**config.mk**
```make
export PLATFORM = sky130hd
export DESIGN_NAME = sparse_to_dense_feature_expander_core
export DESIGN_NICKNAME = d
export VERILOG_FILES = /design/src/rtl/core/sdfe_pkg.sv /design/src/rtl/core/sparse_to_dense_feature_expander_core.sv /design/src/rtl/core/sdfe_front.sv /design/src/rtl/core/sdfe_queue.sv /design/src/rtl/core/sdfe_back.sv
export SDC_FILE = /design/constraint.sdc
export NUM_CORES = 2
export LEC_CHECK = 0
export BUFFER_PORTS_ARGS = -buffer_cell sky130_fd_sc_hd__buf_2
export CORE_ASPECT_RATIO = 0.6
export CORE_MARGIN = 4
export CORE_UTILIZATION = 50
export DETAILED_ROUTE_END_ITERATION = 10
export PLACE_DENSITY = 0.66
export SYNTH_ARGS = -nofsm -noshare
export SYNTH_HDL_FRONTEND = slang
export SYNTH_SLANG_ARGS = --single-unit
```
**constraint.sdc**
```tcl
create_clock -name clk -period 15.8 [get_ports clk]
set_clock_uncertainty 0.2 [all_clocks]
set_input_delay 3.16 -clock clk [delete_from_list [all_inputs] [get_ports clk]]
set_output_delay 3.16 -clock clk [all_outputs]
set_load 0.01 [all_outputs]
```
**src/rtl/core/sdfe_pkg.sv**
```systemverilog
package sdfe_pkg;

    // Field widths fixed by the item formats.
    localparam int MODE_W      = 1;
    localparam int TABLE_IDX_W = 6;
    localparam int ID_W        = 24;
    localparam int VALUE_W     = 64;
    localparam int POS_W       = 6;
    localparam int COUNT_W     = 7;

    // Default size of the used id table.
    localparam int MAX_USED_DEF = 64;

    // Depth of the command queue between the front and the back.
    localparam int Q_DEPTH = 4;
    localparam int Q_PTR_W = 2;

    // Input mode codes.
    localparam logic [MODE_W-1:0] MODE_LOAD    = 1'b0;
    localparam logic [MODE_W-1:0] MODE_ELEMENT = 1'b1;

    typedef struct packed {
        logic [MODE_W-1:0]      mode;
        logic [TABLE_IDX_W-1:0] table_index;
        logic [ID_W-1:0]        feature_id;
        logic [VALUE_W-1:0]     feature_value;
        logic                   last_element;
    } sdfe_in_t;

    typedef struct packed {
        logic [POS_W-1:0]   dense_position;
        logic [VALUE_W-1:0] dense_value;
        logic               dense_last;
    } sdfe_out_t;

    // Classified command handed from the front to the back.
    typedef enum logic [1:0] {
        CMD_SKIP,
        CMD_LOAD,
        CMD_ELEM
    } cmd_kind_t;

    typedef struct packed {
        cmd_kind_t              kind;
        logic [TABLE_IDX_W-1:0] slot;
        logic [ID_W-1:0]        id;
        logic [VALUE_W-1:0]     value;
        logic                   last;
    } sdfe_cmd_t;

    // Back-end walker states.
    typedef enum logic [1:0] {
        BK_IDLE,
        BK_WALK,
        BK_PAD
    } back_state_t;

endpackage

```
**src/rtl/core/sparse_to_dense_feature_expander_core.sv**
```systemverilog
// Path: a sparse element passes the front's command register, a queue slot and the walker's
// held element register before its first dense result is written to the output register.
// The walker gives at most one dense result per cycle and takes no new command while busy;
// an element is dispatched and then walks the table, with an extra step when its walk does
// not end on a matching entry, and a last element also pads and rewinds. A table load is
// only dispatched. Output stalls hold the walker. Reset clears the cursor, the queue, the
// output valid flag and used_count; table entries are undefined until loaded.
module sparse_to_dense_feature_expander_core #(
    parameter int MAX_USED = sdfe_pkg::MAX_USED_DEF
) (
    input  logic                           clk,
    input  logic                           rst_n,
    input  logic                           cfg_valid,
    output logic                           cfg_ready,
    input  logic [sdfe_pkg::COUNT_W-1:0]   cfg_data,
    input  logic                           item_valid,
    output logic                           item_ready,
    input  sdfe_pkg::sdfe_in_t             item,
    output logic                           dense_valid,
    input  logic                           dense_ready,
    output sdfe_pkg::sdfe_out_t            dense
);
    import sdfe_pkg::*;

    localparam int CNT_W = $clog2(MAX_USED + 1);

    logic [COUNT_W-1:0] used_count_reg;
    logic [CNT_W-1:0]   valid_count;
    logic               f_valid;
    logic               f_ready;
    sdfe_cmd_t          f_cmd;
    logic               q_valid;
    logic               q_ready;
    sdfe_cmd_t          q_cmd;

    // Configuration register, always ready.
    assign cfg_ready = 1'b1;

    always_ff @(posedge clk or negedge rst_n)
    begin
        if (!rst_n)
        begin
            used_count_reg <= '0;
        end
        else if (cfg_valid)
        begin
            used_count_reg <= cfg_data;
        end
    end

    // A count above the table size acts as the table size.
    assign valid_count = (32'(used_count_reg) > MAX_USED) ? CNT_W'(MAX_USED)
                                                          : CNT_W'(used_count_reg);

    sdfe_front #(
        .MAX_USED (MAX_USED)
    ) u_front (
        .clk        (clk),
        .rst_n      (rst_n),
        .item_valid (item_valid),
        .item_ready (item_ready),
        .item       (item),
        .cmd_valid  (f_valid),
        .cmd_ready  (f_ready),
        .cmd        (f_cmd)
    );

    sdfe_queue u_queue (
        .clk        (clk),
        .rst_n      (rst_n),
        .push_valid (f_valid),
        .push_ready (f_ready),
        .push_cmd   (f_cmd),
        .pop_valid  (q_valid),
        .pop_ready  (q_ready),
        .pop_cmd    (q_cmd)
    );

    sdfe_back #(
        .MAX_USED (MAX_USED),
        .CNT_W    (CNT_W)
    ) u_back (
        .clk         (clk),
        .rst_n       (rst_n),
        .valid_count (valid_count),
        .cmd_valid   (q_valid),
        .cmd_ready   (q_ready),
        .cmd         (q_cmd),
        .dense_valid (dense_valid),
        .dense_ready (dense_ready),
        .dense       (dense)
    );

endmodule

```
**src/rtl/core/sdfe_front.sv**
```systemverilog
module sdfe_front #(
    parameter int MAX_USED = sdfe_pkg::MAX_USED_DEF
) (
    input  logic               clk,
    input  logic               rst_n,
    input  logic               item_valid,
    output logic               item_ready,
    input  sdfe_pkg::sdfe_in_t item,
    output logic               cmd_valid,
    input  logic               cmd_ready,
    output sdfe_pkg::sdfe_cmd_t cmd
);
    import sdfe_pkg::*;

    logic      cmd_valid_reg;
    sdfe_cmd_t cmd_reg;
    sdfe_cmd_t cmd_next;
    logic      slot_in_range;

    // The stage takes a new transaction whenever its register is empty or drains.
    assign item_ready = !cmd_valid_reg || cmd_ready;
    assign cmd_valid  = cmd_valid_reg;
    assign cmd        = cmd_reg;

    // Loads aimed past the table end are turned into no-ops.
    assign slot_in_range = 32'(item.table_index) < MAX_USED;

    // Classify the incoming transaction.
    always_comb
    begin
        cmd_next.slot  = item.table_index;
        cmd_next.id    = item.feature_id;
        cmd_next.value = item.feature_value;
        cmd_next.last  = item.last_element;
        if (item.mode == MODE_ELEMENT)
        begin
            cmd_next.kind = CMD_ELEM;
        end
        else if (slot_in_range)
        begin
            cmd_next.kind = CMD_LOAD;
        end
        else
        begin
            cmd_next.kind = CMD_SKIP;
        end
    end

    // Valid flag of the command register.
    always_ff @(posedge clk or negedge rst_n)
    begin
        if (!rst_n)
        begin
            cmd_valid_reg <= 1'b0;
        end
        else if (item_ready)
        begin
            cmd_valid_reg <= item_valid;
        end
    end

    // Command payload.
    always_ff @(posedge clk)
    begin
        if (item_valid && item_ready)
        begin
            cmd_reg <= cmd_next;
        end
    end

endmodule

```
**src/rtl/core/sdfe_queue.sv**
```systemverilog
module sdfe_queue (
    input  logic                clk,
    input  logic                rst_n,
    input  logic                push_valid,
    output logic                push_ready,
    input  sdfe_pkg::sdfe_cmd_t push_cmd,
    output logic                pop_valid,
    input  logic                pop_ready,
    output sdfe_pkg::sdfe_cmd_t pop_cmd
);
    import sdfe_pkg::*;

    sdfe_cmd_t          slots_reg [Q_DEPTH];
    logic [Q_PTR_W-1:0] wr_ptr_reg;
    logic [Q_PTR_W-1:0] rd_ptr_reg;
    logic [Q_PTR_W:0]   count_reg;
    logic               do_push;
    logic               do_pop;

    assign push_ready = count_reg != (Q_PTR_W+1)'(Q_DEPTH);
    assign pop_valid  = count_reg != '0;
    assign pop_cmd    = slots_reg[rd_ptr_reg];
    assign do_push    = push_valid && push_ready;
    assign do_pop     = pop_valid && pop_ready;

    // Pointers and fill count.
    always_ff @(posedge clk or negedge rst_n)
    begin
        if (!rst_n)
        begin
            wr_ptr_reg <= '0;
            rd_ptr_reg <= '0;
            count_reg  <= '0;
        end
        else
        begin
            if (do_push)
            begin
                wr_ptr_reg <= wr_ptr_reg + Q_PTR_W'(1);
            end
            if (do_pop)
            begin
                rd_ptr_reg <= rd_ptr_reg + Q_PTR_W'(1);
            end
            if (do_push && !do_pop)
            begin
                count_reg <= count_reg + (Q_PTR_W+1)'(1);
            end
            else if (do_pop && !do_push)
            begin
                count_reg <= count_reg - (Q_PTR_W+1)'(1);
            end
        end
    end

    // Queue storage.
    always_ff @(posedge clk)
    begin
        if (do_push)
        begin
            slots_reg[wr_ptr_reg] <= push_cmd;
        end
    end

endmodule

```
**src/rtl/core/sdfe_back.sv**
```systemverilog
module sdfe_back #(
    parameter int MAX_USED = sdfe_pkg::MAX_USED_DEF,
    parameter int CNT_W    = $clog2(MAX_USED + 1)
) (
    input  logic                clk,
    input  logic                rst_n,
    input  logic [CNT_W-1:0]    valid_count,
    input  logic                cmd_valid,
    output logic                cmd_ready,
    input  sdfe_pkg::sdfe_cmd_t cmd,
    output logic                dense_valid,
    input  logic                dense_ready,
    output sdfe_pkg::sdfe_out_t dense
);
    import sdfe_pkg::*;

    localparam int IDX_W = (MAX_USED > 1) ? $clog2(MAX_USED) : 1;

    logic [ID_W-1:0]    table_mem [MAX_USED];
    logic [ID_W-1:0]    entry_reg;
    logic               wr_en;
    logic [IDX_W-1:0]   wr_addr;
    logic [IDX_W-1:0]   rd_addr;

    back_state_t        state_reg;
    back_state_t        state_next;
    logic [CNT_W-1:0]   cursor_reg;
    logic [CNT_W-1:0]   cursor_next;
    logic [ID_W-1:0]    elem_id_reg;
    logic [VALUE_W-1:0] elem_value_reg;
    logic               elem_last_reg;

    logic               out_valid_reg;
    sdfe_out_t          out_reg;
    logic               out_free;
    logic               cur_lt_n;
    logic               id_gt;
    logic               id_eq;
    logic               final_pos;
    logic               take_cmd;
    logic               emit;
    logic [VALUE_W-1:0] emit_value;

    // Compare the held element against the table entry under the cursor.
    assign cur_lt_n  = cursor_reg < valid_count;
    assign id_gt     = elem_id_reg > entry_reg;
    assign id_eq     = elem_id_reg == entry_reg;
    assign final_pos = ((CNT_W+1)'(cursor_reg) + (CNT_W+1)'(1)) >= (CNT_W+1)'(valid_count);
    assign out_free  = !out_valid_reg || dense_ready;

    assign take_cmd  = (state_reg == BK_IDLE) && cmd_valid;
    assign cmd_ready = state_reg == BK_IDLE;

    // Next-state logic of the walker.
    always_comb
    begin
        state_next = state_reg;
        case (state_reg)
            BK_IDLE:
            begin
                if (take_cmd && cmd.kind == CMD_ELEM)
                begin
                    state_next = BK_WALK;
                end
            end
            BK_WALK:
            begin
                if (cur_lt_n && id_gt)
                begin
                    state_next = BK_WALK;
                end
                else if (cur_lt_n && id_eq && !out_free)
                begin
                    state_next = BK_WALK;
                end
                else if (elem_last_reg)
                begin
                    state_next = BK_PAD;
                end
                else
                begin
                    state_next = BK_IDLE;
                end
            end
            BK_PAD:
            begin
                if (!cur_lt_n)
                begin
                    state_next = BK_IDLE;
                end
            end
            default:
            begin
                state_next = BK_IDLE;
            end
        endcase
    end

    // Output logic: result emission, cursor movement and table writes.
    always_comb
    begin
        emit        = 1'b0;
        emit_value  = '0;
        cursor_next = cursor_reg;
        wr_en       = 1'b0;
        case (state_reg)
            BK_IDLE:
            begin
                wr_en = take_cmd && cmd.kind == CMD_LOAD;
            end
            BK_WALK:
            begin
                if (cur_lt_n && (id_gt || id_eq) && out_free)
                begin
                    emit        = 1'b1;
                    emit_value  = id_gt ? '0 : elem_value_reg;
                    cursor_next = cursor_reg + CNT_W'(1);
                end
            end
            BK_PAD:
            begin
                if (!cur_lt_n)
                begin
                    cursor_next = '0;
                end
                else if (out_free)
                begin
                    emit        = 1'b1;
                    cursor_next = cursor_reg + CNT_W'(1);
                end
            end
            default:
            begin
                emit = 1'b0;
            end
        endcase
    end

    assign wr_addr = cmd.slot[IDX_W-1:0];
    assign rd_addr = cursor_next[IDX_W-1:0];

    // Used id table; the entry under the next cursor is read every cycle,
    // with a same-cycle write passed straight through.
    always_ff @(posedge clk)
    begin
        if (wr_en)
        begin
            table_mem[wr_addr] <= cmd.id;
        end
        if (wr_en && wr_addr == rd_addr)
        begin
            entry_reg <= cmd.id;
        end
        else
        begin
            entry_reg <= table_mem[rd_addr];
        end
    end

    // Walker control state.
    always_ff @(posedge clk or negedge rst_n)
    begin
        if (!rst_n)
        begin
            state_reg     <= BK_IDLE;
            cursor_reg    <= '0;
            out_valid_reg <= 1'b0;
        end
        else
        begin
            state_reg  <= state_next;
            cursor_reg <= cursor_next;
            if (emit)
            begin
                out_valid_reg <= 1'b1;
            end
            else if (dense_ready)
            begin
                out_valid_reg <= 1'b0;
            end
        end
    end

    // Held element and output payload.
    always_ff @(posedge clk)
    begin
        if (take_cmd && cmd.kind == CMD_ELEM)
        begin
            elem_id_reg    <= cmd.id;
            elem_value_reg <= cmd.value;
            elem_last_reg  <= cmd.last;
        end
        if (emit)
        begin
            out_reg.dense_position <= POS_W'(cursor_reg);
            out_reg.dense_value    <= emit_value;
            out_reg.dense_last     <= elem_last_reg && final_pos;
        end
    end

    assign dense_valid = out_valid_reg;
    assign dense       = out_reg;

endmodule

```
==> impl_metrics.csv <==
group,metric,value,unit
status,status,"complete, no violations",
cells_and_area,mostFrequentLayoutCell,"edfxtp_1",
timing,final_hold_viol_count,0,
grt,grt_pass1_vias,36620,
grt,grt_start_max_net_pins,147,
detailed_routing,routed_wl,192.0,mm
worst_setup_path,critPathSlowestCell,"dfxtp_4",
timing,fin_crit,8.348,ns
floorplanning,start_util,0.5045,
clock_network,h-tree-depth,4,
synthesis,synth_top_family_by_area,"multiplexers",
timing,finalSetupViolCount,0,
power_and_ir_drop,leakage,28.64,nW
detailed_routing,firstDrtPassIters,6,
detailed_routing,drt_iter0_drc,5114,
clock_network,cts_tree,"done",
cells_and_area,syn2layout_area_growth,12.14,%
synthesis,synthTopCellsByArea,"edfxtp_1 (79%), mux4_2 (16%), dfrtp_1 (0.75%), ha_1 (0.71%), and2_1 (0.53%)",
synthesis,muxShareOfSynthArea,0.1646,
timing,tightest_slew,1.435,ns
synthesis,netlist_instances,3341,
clock_network,ctsLongestPathBuffers,4,
synthesis,synthXorXnorAreaFrac,0.001162,
synthesis,ys_warn_count,0,
synthesis,yosysTopAreaCellShare,0.7901,
synthesis,synth_cell_types,52,
synthesis,postSynth.topFlopCell,"edfxtp_1",
worst_setup_path,cp.required,16.02,ns
clock_network,cts_made_buffers,191,
placement,dp_hpwl,106.3,mm
timing,period_share,0.5284,
detailed_routing,dr_wl_met2,82.38,mm
synthesis,synth_fp_nets,3497,
worst_setup_path,cp_top_family,"buffers and inverters",
synthesis,syn-cell-area,82890,sq um
cells_and_area,largest_reg_flops,1536,
grt,grt_usage,0.2235,
detailed_routing,avgViaCountPerCell,6.146,
power_and_ir_drop,ir_worst_vdd,0.0001095,V
clock_network,clock_latency,0.81,ns
worst_setup_path,worstSetupPathType,"reg -> reg",
worst_setup_path,end_kind,"register",
placement,place.port_buffers,180,
synthesis,async_flop_share,0.01130,
floorplanning,fp.dieH,323.4,microns
floorplanning,std_cell_rows,115,
cells_and_area,final_layout_size_suffix_gt1_frac,0.3190,
cells_and_area,layout.nets,3824,
detailed_routing,wl_met1,81.78,mm
cells_and_area,final_cell_mix,"edfxtp_1 (2181), mux4_2 (601), clkbuf_16 (193), buf_2 (180), buf_4 (96)",
worst_setup_path,start_kind,"register",
clock_network,cts_resized,0,
worst_setup_path,critPathMaxStageDelay,1.00,ns
detailed_routing,route.met3.wl,24.12,mm
detailed_routing,vias,37130,
floorplanning,die_area,172600,sq um
placement,dpl_cell_area,87110,sq um
placement,place.gp.congestion,0.8315,
synthesis,syn_area_per_cell,24.81,sq um
timing,slew_viol_final,0,
cells_and_area,finalInstanceArea,92950,sq um
job,drv_cap,0,
timing,rsz0062_at_grt,"false",
power_and_ir_drop,power,16.35,mW
detailed_routing,ant_nets,0,
power_and_ir_drop,power.density,175.9,nW/um^2
detailed_routing,maxUsedRoutingLayer,"met5",
detailed_routing,avgRoutedWirePerCell,31.78,microns
timing,relSlewSlack,0.04104,
hold_path,hp-class,"reg -> reg",
synthesis,synthAdderAreaFrac,0.007336,
synthesis,synthSimpleGateAreaFrac,0.01372,
grt,antenna_found_initial,26,
clock_network,postCtsSetupRepairBufs,0,
synthesis,yosysTopAreaCell,"edfxtp_1",
worst_setup_path,worst-path-buf-inv,6,
clock_network,postCtsHoldBufs,0,
clock_network,cts_root_buf,"clkbuf_16",
worst_setup_path,arrival,8.57,ns
synthesis,ys_ff_latch,2212,
placement,dpl.cell_count,5698,
floorplanning,coreArea,164300,sq um
synthesis,synth_compound_area_frac,0.004151,
grt,grt_remaining_overflow,0,
timing,finalSetupTns,0,ns
clock_network,clk_pin_slew_worst_paths,0.07,ns
floorplanning,pin_count,182,
grt,grt_pass1_wl,274.4,mm
timing,hold_ws,0.2908,ns
worst_setup_path,critPathMaxFanout,64,
synthesis,ys_seq_area_frac,0.7991,
detailed_routing,drc,0,
timing,timing.fmax,0.1198,GHz
clock_network,numClockSinks,2212,
synthesis,synth_edf_count,2181,
worst_setup_path,path_cells,"buf_4, buf_4, mux4_2, mux4_2, mux4_2, inv_1, ha_1, nand4_1, nor4_1, buf_4, nand4_1, o2111ai_1, nor4b_4, buf_4, buf_4",
worst_setup_path,cp_common_cell,"buf_4",
cells_and_area,finalNonFillerCells,6041,
floorplanning,dieWidth,533.7,microns
worst_setup_path,r2r_slack,7.45,ns
-- area by class of cell --
type | count | area [sq um]
Timing Repair Buffer | 281 | 1722
Clock inverter | 95 | 818.3
Tap cell | 2223 | 2781
Fill cell | 11760 | 71370
Inverter | 39 | 146.4
Clock buffer | 242 | 5014
Antenna cell | 6 | 15.01
Multi-Input combinational cell | 943 | 16190
Sequential cell | 2212 | 66260
-- where the power goes --
group	internal (mW)	total, mW	switching [mW]
Clock	2.47	4.50	2.02
Combinational	1.28	3.73	2.44
Sequential	7.91	8.13	0.221
-- synth_stat cells (3+ instances only) --
| cell type | n |
|---|---|
| edfxtp_1 | 2181 |
| mux4_2 | 601 |
| nor2_1 | 75 |
| clkbuf_1 | 71 |
| and2_1 | 70 |
| ha_1 | 47 |
| inv_1 | 39 |
| buf_1 | 32 |
| nand2_1 | 31 |
| buf_2 | 25 |
| dfrtp_1 | 25 |
| buf_4 | 15 |
| o21ai_0 | 12 |
| mux2_2 | 10 |
| a21oi_1 | 9 |
| nor2b_1 | 9 |
| nand3_1 | 7 |
| xnor2_1 | 7 |
| dfxtp_1 | 6 |
| nand4_1 | 6 |
| o21a_1 | 6 |
| nand2b_1 | 5 |
| buf_6 | 4 |
| nor3_1 | 4 |
| xor2_1 | 4 |
| a31oi_1 | 3 |
| o31ai_1 | 3 |
| or2_2 | 3 |
-- path summary, 6_finish.rpt --
| kind | from | end | depth (start not counted) |
|---|---|---|---|
| min in group asynchronous | rst_n | u_queue.rd_ptr_reg[0] | 1 |
| max in group asynchronous | rst_n | u_queue.rd_ptr_reg[1] | 1 |
| max reg2reg | register | u_back.dense[24] | 15 |
| min | u_front.cmd[14] | u_queue.slots_reg[1][14] | 0 |
| min reg2reg | u_front.cmd[14] | u_queue.slots_reg[1][14] | 0 |
| max | register | u_back.dense[24] | 15 |
-- through the flow --
step	setup slack (ns)	utilization
finish	7.452	0.5657
global route	7.094	0.5656
CTS	7.525	0.5656
detailed placement	7.521	0.5301
global placement	7.660	0.5301
floorplan	6.286	-
-- cell families after synthesis --
logic type | after synthesis
flops | 2212
compound gates | 51
simple gates | 221
xor+xnor | 11
other cells | 1
buf+inv | 186
fa+ha+maj | 48
mux | 611
-- worst reg2reg max path, delay by kind of cell, from the launching register on --
family | cells | cell delay [ns]
flip-flops | 1 | 1.00
buffers and inverters | 6 | 3.24
multiplexers | 3 | 1.51
AND/OR/NAND/NOR | 4 | 1.21
adder cells (fa/ha/maj) | 1 | 0.19
AO/OA/AOI/OAI | 1 | 0.52
-- per-layer routing --
metal,GRT usage,vias up
met5,0,-
met4,0.04387,10
met3,0.08397,277
met2,0.3071,1890
met1,0.3460,20040
li1,-,14910
(Power assumes the default switching activity.)
